[config.mk]
export PLATFORM = sky130hd
export DESIGN_NAME = register_list_transfer_sequencer_top
export DESIGN_NICKNAME = d
export VERILOG_FILES = /design/src/rtl/rlts_pkg.sv /design/src/rtl/rlts_front.sv /design/src/rtl/rlts_queue.sv /design/src/rtl/rlts_back.sv /design/src/rtl/register_list_transfer_sequencer_top.sv
export SDC_FILE = /design/constraint.sdc
export NUM_CORES = 1
export LEC_CHECK = 0
export ABC_CLOCK_PERIOD_IN_PS = 4800
export BUFFER_PORTS_ARGS = -buffer_cell sky130_fd_sc_hd__buf_2
export CAP_MARGIN = 20
export CORE_UTILIZATION = 45
export DETAILED_ROUTE_END_ITERATION = 10
export GPL_TIMING_DRIVEN = 0
export HOLD_SLACK_MARGIN = 0.02
export PLACE_DENSITY_LB_ADDON = 0.12
export SLEW_MARGIN = 20
export SYNTH_ARGS = -nofsm -noshare
export SYNTH_HDL_FRONTEND = slang
export SYNTH_HIERARCHICAL = 1
export SYNTH_SLANG_ARGS = --single-unit
[constraint.sdc]
create_clock -name clk_i -period 4.8 [get_ports clk_i]
set_input_delay 0.72 -clock clk_i [delete_from_list [all_inputs] [get_ports clk_i]]
set_output_delay 0.72 -clock clk_i [all_outputs]
set_load 0.02 [all_outputs]
[src/rtl/rlts_pkg.sv]
// Shared types, constants and helpers for the register list transfer sequencer.
// Used by the front decoder, the request queue, the back sequencer and the top level.
package rlts_pkg;

  localparam int unsigned ADDR_BITS_DEFAULT = 24;
  localparam int unsigned ADDR_FIELD_W      = 24;
  localparam int unsigned MASK_W            = 16;
  localparam int unsigned REG_IDX_W         = 4;
  localparam int unsigned BASE_REG_W        = 3;
  localparam int unsigned QUEUE_DEPTH       = 2;
  localparam int unsigned STEP_LONG         = 4;
  localparam int unsigned STEP_WORD         = 2;

  localparam logic KIND_TRANSFER = 1'b0;
  localparam logic KIND_FINISH   = 1'b1;

  typedef enum logic [1:0] {
    MODE_CONTROL = 2'd0,
    MODE_POSTINC = 2'd1,
    MODE_PREDEC  = 2'd2
  } mode_e;

  typedef struct packed {
    logic [MASK_W-1:0]     mask;
    logic                  pre;
    logic                  is_long;
    logic                  to_mem;
    logic                  sext;
    logic                  wb_en;
    logic [BASE_REG_W-1:0] wb_reg;
  } rlts_cmd_t;

  typedef struct packed {
    logic                  kind;
    logic [REG_IDX_W-1:0]  reg_index;
    logic                  to_mem;
    logic                  long_size;
    logic                  sext;
    logic                  wb_en;
    logic [BASE_REG_W-1:0] wb_reg;
    logic                  last;
  } rlts_out_t;

  function automatic logic [REG_IDX_W-1:0] lowest_set(input logic [MASK_W-1:0] m);
    logic [REG_IDX_W-1:0] idx;
    idx = '0;
    for (int i = MASK_W - 1; i >= 0; i--) begin
      if (m[i]) begin
        idx = REG_IDX_W'(i);
      end
    end
    return idx;
  endfunction

endpackage

[src/rtl/rlts_front.sv]
// Front decoder: classifies one move-multiple request into a command descriptor.
// Depends on rlts_pkg for the descriptor type and the mode codes.
module rlts_front
  import rlts_pkg::*;
#(
  parameter int unsigned ADDR_BITS = ADDR_BITS_DEFAULT
) (
  input  logic [MASK_W-1:0]       mask_i,
  input  logic                    is_long_i,
  input  logic                    to_regs_i,
  input  logic [1:0]              mode_i,
  input  logic [BASE_REG_W-1:0]   base_reg_i,
  input  logic [ADDR_FIELD_W-1:0] base_address_i,
  output rlts_cmd_t               cmd_o,
  output logic [ADDR_BITS-1:0]    addr_o
);

  logic        pre;
  logic        post;
  logic [31:0] base_ext;

  always_comb begin
    pre            = (mode_i == MODE_PREDEC);
    post           = (mode_i == MODE_POSTINC);
    base_ext       = 32'(base_address_i);
    cmd_o.mask     = mask_i;
    cmd_o.pre      = pre;
    cmd_o.is_long  = is_long_i;
    cmd_o.to_mem   = pre | ~to_regs_i;
    cmd_o.sext     = ~pre & to_regs_i & ~is_long_i;
    cmd_o.wb_en    = pre | post;
    cmd_o.wb_reg   = base_reg_i;
    addr_o         = base_ext[ADDR_BITS-1:0];
  end

endmodule

[src/rtl/rlts_queue.sv]
// Short request queue between the front decoder and the back sequencer.
// Depends on rlts_pkg for the descriptor type and the queue depth.
module rlts_queue
  import rlts_pkg::*;
#(
  parameter int unsigned ADDR_BITS = ADDR_BITS_DEFAULT
) (
  input  logic                 clk_i,
  input  logic                 rst_ni,
  input  logic                 push_i,
  input  rlts_cmd_t            cmd_i,
  input  logic [ADDR_BITS-1:0] addr_i,
  output logic                 full_o,
  output logic                 valid_o,
  input  logic                 pop_i,
  output rlts_cmd_t            cmd_o,
  output logic [ADDR_BITS-1:0] addr_o
);

  localparam int unsigned IDX_W = (QUEUE_DEPTH > 1) ? $clog2(QUEUE_DEPTH) : 1;
  localparam int unsigned CNT_W = $clog2(QUEUE_DEPTH + 1);
  localparam logic [IDX_W-1:0] LAST_IDX = IDX_W'(QUEUE_DEPTH - 1);
  localparam logic [CNT_W-1:0] FULL_CNT = CNT_W'(QUEUE_DEPTH);

  rlts_cmd_t            cmd_mem  [QUEUE_DEPTH];
  logic [ADDR_BITS-1:0] addr_mem [QUEUE_DEPTH];
  logic [IDX_W-1:0]     wr_ptr_q;
  logic [IDX_W-1:0]     rd_ptr_q;
  logic [CNT_W-1:0]     count_q;
  logic                 do_push;
  logic                 do_pop;

  always_comb begin
    full_o  = (count_q == FULL_CNT);
    valid_o = (count_q != '0);
    do_push = push_i && !full_o;
    do_pop  = pop_i && valid_o;
    cmd_o   = cmd_mem[rd_ptr_q];
    addr_o  = addr_mem[rd_ptr_q];
  end

  always_ff @(posedge clk_i) begin
    if (do_push) begin
      cmd_mem[wr_ptr_q]  <= cmd_i;
      addr_mem[wr_ptr_q] <= addr_i;
    end
  end

  always_ff @(posedge clk_i or negedge rst_ni) begin
    if (!rst_ni) begin
      wr_ptr_q <= '0;
      rd_ptr_q <= '0;
      count_q  <= '0;
    end else begin
      if (do_push) begin
        wr_ptr_q <= (wr_ptr_q == LAST_IDX) ? '0 : wr_ptr_q + IDX_W'(1);
      end
      if (do_pop) begin
        rd_ptr_q <= (rd_ptr_q == LAST_IDX) ? '0 : rd_ptr_q + IDX_W'(1);
      end
      if (do_push && !do_pop) begin
        count_q <= count_q + CNT_W'(1);
      end else if (do_pop && !do_push) begin
        count_q <= count_q - CNT_W'(1);
      end
    end
  end

endmodule

[src/rtl/rlts_back.sv]
// Back sequencer: walks the register mask of one queued command, one item per cycle
// while unstalled, then the finish item. Depends on rlts_pkg for types and helpers.
module rlts_back
  import rlts_pkg::*;
#(
  parameter int unsigned ADDR_BITS = ADDR_BITS_DEFAULT
) (
  input  logic                 clk_i,
  input  logic                 rst_ni,
  input  logic                 q_valid_i,
  input  rlts_cmd_t            q_cmd_i,
  input  logic [ADDR_BITS-1:0] q_addr_i,
  output logic                 q_pop_o,
  output logic                 out_valid_o,
  input  logic                 out_stall_i,
  output rlts_out_t            out_o,
  output logic [ADDR_BITS-1:0] out_addr_o
);

  typedef enum logic {
    ST_IDLE,
    ST_RUN
  } state_e;

  localparam logic [ADDR_BITS-1:0] STEP_L = ADDR_BITS'(STEP_LONG);
  localparam logic [ADDR_BITS-1:0] STEP_W = ADDR_BITS'(STEP_WORD);

  state_e               state_q;
  rlts_cmd_t            cmd_q;
  logic [ADDR_BITS-1:0] addr_q;
  logic                 out_valid_q;
  rlts_out_t            out_q;
  logic [ADDR_BITS-1:0] out_addr_q;

  logic [REG_IDX_W-1:0] bit_idx;
  logic [ADDR_BITS-1:0] step;
  logic [ADDR_BITS-1:0] next_addr;
  logic                 advance;

  always_comb begin
    bit_idx   = lowest_set(cmd_q.mask);
    step      = cmd_q.is_long ? STEP_L : STEP_W;
    next_addr = cmd_q.pre ? (addr_q - step) : (addr_q + step);
    advance   = !out_valid_q || !out_stall_i;
    q_pop_o   = (state_q == ST_IDLE) && q_valid_i;
  end

  assign out_valid_o = out_valid_q;
  assign out_o       = out_q;
  assign out_addr_o  = out_addr_q;

  always_ff @(posedge clk_i or negedge rst_ni) begin
    if (!rst_ni) begin
      state_q     <= ST_IDLE;
      cmd_q       <= '0;
      addr_q      <= '0;
      out_valid_q <= 1'b0;
      out_q       <= '0;
      out_addr_q  <= '0;
    end else begin
      if (out_valid_q && !out_stall_i) begin
        out_valid_q <= 1'b0;
      end
      unique case (state_q)
        ST_IDLE: begin
          if (q_valid_i) begin
            cmd_q   <= q_cmd_i;
            addr_q  <= q_addr_i;
            state_q <= ST_RUN;
          end
        end
        ST_RUN: begin
          if (advance) begin
            out_valid_q <= 1'b1;
            if (cmd_q.mask != '0) begin
              out_q.kind      <= KIND_TRANSFER;
              out_q.reg_index <= cmd_q.pre ? ~bit_idx : bit_idx;
              out_q.to_mem    <= cmd_q.to_mem;
              out_q.long_size <= cmd_q.is_long;
              out_q.sext      <= cmd_q.sext;
              out_q.wb_en     <= 1'b0;
              out_q.wb_reg    <= '0;
              out_q.last      <= 1'b0;
              out_addr_q      <= cmd_q.pre ? next_addr : addr_q;
              cmd_q.mask      <= cmd_q.mask & (cmd_q.mask - MASK_W'(1));
              addr_q          <= next_addr;
            end else begin
              out_q.kind      <= KIND_FINISH;
              out_q.reg_index <= '0;
              out_q.to_mem    <= 1'b0;
              out_q.long_size <= 1'b0;
              out_q.sext      <= 1'b0;
              out_q.wb_en     <= cmd_q.wb_en;
              out_q.wb_reg    <= cmd_q.wb_reg;
              out_q.last      <= 1'b1;
              out_addr_q      <= addr_q;
              state_q         <= ST_IDLE;
            end
          end
        end
        default: state_q <= ST_IDLE;
      endcase
    end
  end

endmodule

[src/rtl/register_list_transfer_sequencer_top.sv]
// Top level of the register list transfer sequencer.
// Depends on rlts_pkg, rlts_front, rlts_queue and rlts_back.
//
// Channel   Direction  Handshake               Payload
// request   in         in_valid_i/in_stall_o   mask, is_long, to_regs, mode, base_reg,
//                                              base_address
// result    out        out_valid_o/out_stall_i kind, address, reg_index, to_memory,
//                                              long_size, sign_extend, writeback_enable,
//                                              writeback_reg, last
//
// A request with n set mask bits yields n transfer items and one finish item.
// The back sequencer loads a request and then issues its result items in turn while
// the output is not stalled; it loads the next request only after the finish item.
// A two-entry queue holds waiting requests; the input stalls only when it is full.
// Reset empties the queue and the output register; nothing else is kept.
module register_list_transfer_sequencer_top
  import rlts_pkg::*;
#(
  parameter int unsigned ADDR_BITS = ADDR_BITS_DEFAULT
) (
  input  logic                    clk_i,
  input  logic                    rst_ni,
  input  logic                    in_valid_i,
  output logic                    in_stall_o,
  input  logic [MASK_W-1:0]       mask_i,
  input  logic                    is_long_i,
  input  logic                    to_regs_i,
  input  logic [1:0]              mode_i,
  input  logic [BASE_REG_W-1:0]   base_reg_i,
  input  logic [ADDR_FIELD_W-1:0] base_address_i,
  output logic                    out_valid_o,
  input  logic                    out_stall_i,
  output logic                    kind_o,
  output logic [ADDR_FIELD_W-1:0] address_o,
  output logic [REG_IDX_W-1:0]    reg_index_o,
  output logic                    to_memory_o,
  output logic                    long_size_o,
  output logic                    sign_extend_o,
  output logic                    writeback_enable_o,
  output logic [BASE_REG_W-1:0]   writeback_reg_o,
  output logic                    last_o
);

  rlts_cmd_t            front_cmd;
  logic [ADDR_BITS-1:0] front_addr;
  logic                 q_full;
  logic                 q_valid;
  logic                 q_pop;
  rlts_cmd_t            q_cmd;
  logic [ADDR_BITS-1:0] q_addr;
  rlts_out_t            out_item;
  logic [ADDR_BITS-1:0] out_addr;
  logic [31:0]          out_addr_ext;

  rlts_front #(
    .ADDR_BITS(ADDR_BITS)
  ) u_front (
    .mask_i        (mask_i),
    .is_long_i     (is_long_i),
    .to_regs_i     (to_regs_i),
    .mode_i        (mode_i),
    .base_reg_i    (base_reg_i),
    .base_address_i(base_address_i),
    .cmd_o         (front_cmd),
    .addr_o        (front_addr)
  );

  rlts_queue #(
    .ADDR_BITS(ADDR_BITS)
  ) u_queue (
    .clk_i  (clk_i),
    .rst_ni (rst_ni),
    .push_i (in_valid_i),
    .cmd_i  (front_cmd),
    .addr_i (front_addr),
    .full_o (q_full),
    .valid_o(q_valid),
    .pop_i  (q_pop),
    .cmd_o  (q_cmd),
    .addr_o (q_addr)
  );

  rlts_back #(
    .ADDR_BITS(ADDR_BITS)
  ) u_back (
    .clk_i      (clk_i),
    .rst_ni     (rst_ni),
    .q_valid_i  (q_valid),
    .q_cmd_i    (q_cmd),
    .q_addr_i   (q_addr),
    .q_pop_o    (q_pop),
    .out_valid_o(out_valid_o),
    .out_stall_i(out_stall_i),
    .out_o      (out_item),
    .out_addr_o (out_addr)
  );

  always_comb begin
    in_stall_o         = q_full;
    out_addr_ext       = 32'(out_addr);
    kind_o             = out_item.kind;
    address_o          = out_addr_ext[ADDR_FIELD_W-1:0];
    reg_index_o        = out_item.reg_index;
    to_memory_o        = out_item.to_mem;
    long_size_o        = out_item.long_size;
    sign_extend_o      = out_item.sext;
    writeback_enable_o = out_item.wb_en;
    writeback_reg_o    = out_item.wb_reg;
    last_o             = out_item.last;
  end

  a_accept_queued: assert property (@(posedge clk_i) disable iff (!rst_ni)
    (in_valid_i && !in_stall_o) |=> q_valid)
    else $error("accepted request did not reach the queue");

  a_finish_fields: assert property (@(posedge clk_i) disable iff (!rst_ni)
    (out_valid_o && kind_o == KIND_FINISH) |-> (last_o && !to_memory_o && !sign_extend_o))
    else $error("finish item carries transfer fields");

  a_transfer_fields: assert property (@(posedge clk_i) disable iff (!rst_ni)
    (out_valid_o && kind_o == KIND_TRANSFER) |-> (!last_o && !writeback_enable_o))
    else $error("transfer item carries finish fields");

  a_sext_load_word: assert property (@(posedge clk_i) disable iff (!rst_ni)
    (out_valid_o && sign_extend_o) |-> (!to_memory_o && !long_size_o))
    else $error("sign extension on a store or long access");

endmodule

; Word-level counts from Yosys, hierarchy flattened
; Memory sizes are Yosys's and may differ from the RTL's.
; Cells that the tools add are included.
[op_classes]
addsub = 7
n_eq_ne = 6
n_mux = 43
bitwise_logic = 10
n_reduce_logical = 18
[ops]
columns = operator, count
row1 = $mux 24, 7
row2 = $mux 4, 17
row3 = $pmux 24 s2, 1
row4 = $mux 16, 2
row5 = $pmux 16 s2, 1
row6 = $add 24x24->24, 1
row7 = $sub 24x24->24, 1
row8 = $and 16x16->16, 1
row9 = $reduce_bool 16->1, 1
row10 = $sub 16x1->16 const B, 1
row11 = $mux 13, 1
row12 = $mux 1, 10
row13 = $logic_and 1x1->1, 6
row14 = $logic_not 1->1, 5
row15 = $eq 2x2->1 const B, 2
row16 = $mux 2, 2
row17 = $ne 2x2->1 const B, 2
row18 = $not 1->1, 4
row19 = $not 4->4, 1
row20 = $reduce_and 2->1, 2
row21 = $reduce_bool 2->1, 2
row22 = $mux 3, 1
row23 = $reduce_and 3->1, 1
row24 = $add 1x1->1 const B, 2
row25 = 8 further kinds, 10
[word_totals]
register_bits = 91
ram_bits = 96
in_bits = 51
output_inout_bits = 39
elab_cells = 108
n_memories = 2
[memory_table]
columns = name, words, word_bits, rd, rd_clocked_by_memory_dff, wr, line
row1 = u_queue.addr_mem, 2, 24, 1, 0, 1, rlts_queue.sv:26  ; logic [ADDR_BITS-1:0] addr_mem [QUEUE_DEPTH];
row2 = u_queue.cmd_mem, 2, 24, 1, 0, 1, rlts_queue.sv:25  ; rlts_cmd_t cmd_mem [QUEUE_DEPTH];

; Longest topological paths before layout
[logic_depth]
depth_word = 19
ltp_mapped = 10
mapped_depth_nobuf = 9

; Cells and area by module
; The synthesis kept the hierarchy.
[modules_own_cells]
columns = mod, n_inst, cells_each, area_each_um2, seq_area_each_um2
row1 = rlts_back, 1, 604, 5226.3, 2152.1
row2 = rlts_queue, 1, 168, 3707.3, 2982.9
row3 = rlts_front, 1, 50, 376.6, 0.0

; Worst setup path before layout
; Ideal clock, no wire load.
[synth_timing]
path_kind = input port to flip-flop
start = in in_valid_i
end = mem u_queue/addr_mem[0][0] in the netlist's numbering, enable pin
setup_time_ns = 0.454
t_arrival_ns = 2.824
required_time_ns = 4.346
path_slack_ns = 1.522
stages = 2
path_buffers = 0
path_cell_list = nand2_1 > nor2_1
[synth_between]
elab_chain_len = 3
[synth_lines]
columns = element, line
row1 = "start, declared", register_list_transfer_sequencer_top.sv:23  ; input logic in_valid_i,
row2 = $logic_and 1x1->1, rlts_queue.sv:36  ; do_push = push_i && !full_o;
row3 = $mux 1, rlts_queue.sv:43  ; if (do_push) begin
row4 = $mux 1 (implied by the code), rlts_queue.sv:45  ; addr_mem[wr_ptr_q] <= addr_i;
row5 = "end, declared", rlts_queue.sv:26
; Every way passes these cells.

; Final worst setup path
[layout_timing]
start = reg u_back/cmd_q[7] in the netlist's numbering
end = reg u_back.addr_q[16]
[layout_between]
elab_chain_len = 4
[layout_lines]
columns = element, line
row1 = "start, declared", rlts_back.sv:29  ; rlts_cmd_t cmd_q;
row2 = "start signal, assigned", rlts_back.sv:67  ; cmd_q <= q_cmd_i;
row3 = $mux 24, rlts_back.sv:43  ; next_addr = cmd_q.pre ? (addr_q - step) : (addr_q + step);
row4 = $mux 24, rlts_back.sv:75  ; if (cmd_q.mask != '0) begin
row5 = $mux 24, rlts_back.sv:73  ; if (advance) begin
row6 = $pmux 24 s2, rlts_back.sv:64  ; unique case (state_q)
row7 = "end signal, assigned", rlts_back.sv:68  ; addr_q <= q_addr_i;
row8 = "end signal, assigned", rlts_back.sv:86  ; addr_q <= next_addr;
row9 = "end, declared", rlts_back.sv:30  ; logic [ADDR_BITS-1:0] addr_q;
; Every way passes these cells. The select of a mux whose other input is x is not followed.
; A chain may end at the register's enable or synchronous reset.

==> metrics.csv <==
stage,metric,value,unit
outcome,outcome,completed,
global_routing,number of global-route vias before repair,6608,
logic_synthesis,cells after synthesis,822,
logic_synthesis,Synth Area per Inst,11.3,um^2
final_layout,ANT cells,0,
critical_path,CP max stage cell,dfrtp_1,
flow_run,max cap viols,0,
placement,dpl cells,1141,
logic_synthesis,Synth async-reset ratio,48.4,%
sta,clock skew,0.0109,ns
global_routing,largest net degree at the start of global routing,55,
critical_path,critical path's largest stage delay,0.98,ns
sta,final worst path period need,3.79,ns
min_path,class of the worst hold path,in -> async,
global_routing,first-pass GRT wire length,36400,um
sta,Worst-Margin Slew,0.975,ns
clock_network,CTS resizes,0,
placement,gp weighted congestion,0.910,
global_routing,Total Routing Usage GR,22.4,%
final_layout,layout cell share with drive strength beyond 1,22.1,%
detailed_routing,Via density,5.44,
detailed_routing,"antenna viol nets, final",0,
final_layout,Area Overhead vs Synth,12.6,%
critical_path,CP most frequent cell,nor2b_1,
clock_network,CTS buffer count,17,
die,Die W,146,um
die,total core area,20200,um^2
final_layout,fin cells,1173,
critical_path,CP Capture Type,flip-flop,
logic_synthesis,register area share after synthesis,55.2,%
final_layout,area of the multi-input gates,3590,um^2
placement,pre-CTS setup slack,1.05,ns
critical_path,Worst Path Arrival,4.11,ns
logic_synthesis,post-synth cell types,63,
clock_network,H-tree Lvls,4,
detailed_routing,DRT Pass-1 Iters,5,
clock_network,# clock sinks,186,
logic_synthesis,Ys Warns,6,
placement,Placed Area,9960,um^2
logic_synthesis,syn nets,898,
critical_path,Worst Path Max Fanout,22,
clock_network,Worst-path clk slew,0.07,ns
sta,final setup violation count,0,
sta,Setup Total Neg Slack,0,ns
clock_network,CTS Hold Buffers Added,0,
die,Die ar.,21300,um^2
detailed_routing,initial DRC count,589,
die,die span in y,146,um
final_layout,register area,5130,um^2
sta,fmax,0.264,GHz
logic_synthesis,Post-synth EDFFs,96,
final_layout,final non-filler cell area,10500,um^2
detailed_routing,Wirelength per Cell,19.2,um
placement,hpwl dp,15900,um
sta,final hold violations,0,
sta,Slew HR,35.0,%
sta,crit share post-route,78.9,%
critical_path,startpoint types,flip-flop,
detailed_routing,WL final,22500,um
sta,RSZ-0062 raised after global routing,false,
logic_synthesis,"Top FF cell, synth",edfxtp_1,
clock_network,clock root buffer,clkbuf_16,
critical_path,cells along the critical path,clkbuf_1 > nor2b_1 > ha_1 > nor2b_1 > o31a_1 > o211ai_1 > nand2_1 > a31oi_2 > mux2i_1 > a211o_1,
placement,port bufs,46,
logic_synthesis,mapped cell area,9310,um^2
critical_path,"Req. time, crit path",5.12,ns
global_routing,initial antenna violation count,0,
critical_path,Crit Path Class,reg -> reg,
logic_synthesis,register bit total from synthesis,186,
global_routing,total grt overflow,0,
detailed_routing,total number of vias,6381,
clock_network,clock tree from TritonCTS,done,
die,I/O pin cnt,90,
clock_network,Worst-Skew Late Latency,0.44,ns
sta,final worst slack,1.01,ns
final_layout,fill count,1783,
detailed_routing,DRC viols,0,
critical_path,crit-path leading delay family,compound AO/OA/AOI/OAI gates,
final_layout,final-stage net count,966,
die,Initial Util,46.0,%
sta,Final Slew Violations,0,
die,Cell Rows,52,
critical_path,CP bufs+invs,1,
clock_network,clk buf depth,2,
clock_network,Post-CTS Setup Repair Bufs,0,
-- through the flow --
step,utilization [%],hold WS (ns)
after floorplan,-,0.424
after global placement,48.8,0.458
after detailed placement,49.2,0.465
after CTS,51.8,0.180
after global routing,51.8,0.181
final,51.8,0.168
-- cells in the mapped netlist (21+ instances only) --
master      n  area share, %
nand2_1   130            5.2
mux2i_1    23            2.5
nor2_1     36            1.5
mux2_2     39            4.7
edfxtp_1   96             31
ha_1       25            3.4
dfrtp_1    90             24
a21oi_1    32            1.7
clkbuf_1   27            1.1
nand3_1    21            1.1
o21ai_0    53            2.8
buf_4      49            4.0
-- routing by layer --
layer	part of all wire (%)	global-route usage, %	vias to the layer above
met2	48	36.0	203
met3	4.6	3.92	29
met5	0	0	-
li1	-	-	3057
met4	1.6	7.16	0
met1	46	31.0	3092
-- worst reg2reg max path, cell delays in order (launching register included) --
cell      delay, ns
dfrtp_1        0.98
clkbuf_1       0.52
nor2b_1        0.22
ha_1           0.27
nor2b_1        0.16
o31a_1         0.30
o211ai_1       0.29
nand2_1        0.19
a31oi_2        0.34
mux2i_1        0.14
a211o_1        0.28
-- worst paths after layout --
path,start,slack [ns],depth (start not counted),to
worst max register to register,u_back/cmd_q[7]$_DFFE_PN0P_,1.01,10,u_back/addr_q[16]$_DFFE_PN0P_
worst max-delay path,u_back/cmd_q[7]$_DFFE_PN0P_,1.01,10,u_back/addr_q[16]$_DFFE_PN0P_
worst min register to register,u_back/out_o[11]$_DFFE_PN0P_,0.47,2,u_back/out_o[11]$_DFFE_PN0P_
min in group clk_i,base_address_i[1],0.46,1,u_queue/addr_mem[0][1]$_DFFE_PP_
max in group asynchronous,rst_ni,4.01,2,u_back/cmd_q[10]$_DFFE_PN0P_
worst min-delay path,rst_ni,0.17,1,u_back/out_addr_o[11]$_DFFE_PN0P_
-- registers in the layout (all words and copies together), names as in the netlist --
signal              cells
u_back/addr_q          24
u_back/cmd_q           24
u_back/out_addr_o      24
u_back/out_o           12
u_back/out_valid_o      1
u_back/state_q          1
u_queue/addr_mem       48
u_queue/cmd_mem        48
u_queue/count_q         2
u_queue/rd_ptr_q        1
u_queue/wr_ptr_q        1
-- final cells by class --
type,instances,share of cell area (%)
Buffer,87,5.26
Multi-Input combinational cell,536,34.2
Timing Repair Buffer,49,2.90
Sequential cell,186,49.0
Clock inverter,9,0.609
Inverter,13,0.465
Tap cell,270,3.22
Clock buffer,23,4.37
-- placed cells by master (no fill, tap or decap), types with 5 or more instances in the layout --
| cell | count |
|---|---|
| a22o_1 | 12 |
| nand4_1 | 5 |
| mux2_2 | 39 |
| and2_1 | 5 |
| dfrtp_1 | 90 |
| o21ai_0 | 53 |
| a211oi_1 | 6 |
| mux2_4 | 10 |
| a31oi_1 | 12 |
| a21oi_1 | 32 |
| nor2_1 | 35 |
| and3_1 | 6 |
| a21o_1 | 8 |
| ha_1 | 25 |
| inv_1 | 13 |
| nand2_1 | 130 |
| buf_2 | 51 |
| buf_4 | 49 |
| nand2b_1 | 7 |
| xor2_1 | 12 |
| nand3b_1 | 5 |
| mux2i_1 | 23 |
| clkbuf_16 | 17 |
| xnor2_1 | 11 |
| o211ai_1 | 5 |
| nor3_1 | 11 |
| clkbuf_1 | 32 |
| nand3_1 | 21 |
| edfxtp_1 | 96 |
-- logic make-up (layout without fill, tap and decap cells) --
kind of cell	after synthesis	count (layout)	share of synthesized area, %
AOI/OAI and AO/OA	166	166	11.8
xor gates and xnor gates	23	23	2.16
adders and majority gates	25	25	3.36
buffers and inverters	100	181	6.45
DFF	186	186	55.2
muxes	72	72	8.80
and+or+nand+nor	250	250	12.3
Power is left out: the tool's default activity adds up to more than one toggle a clock period on the data nets, which glitch-free logic cannot reach.
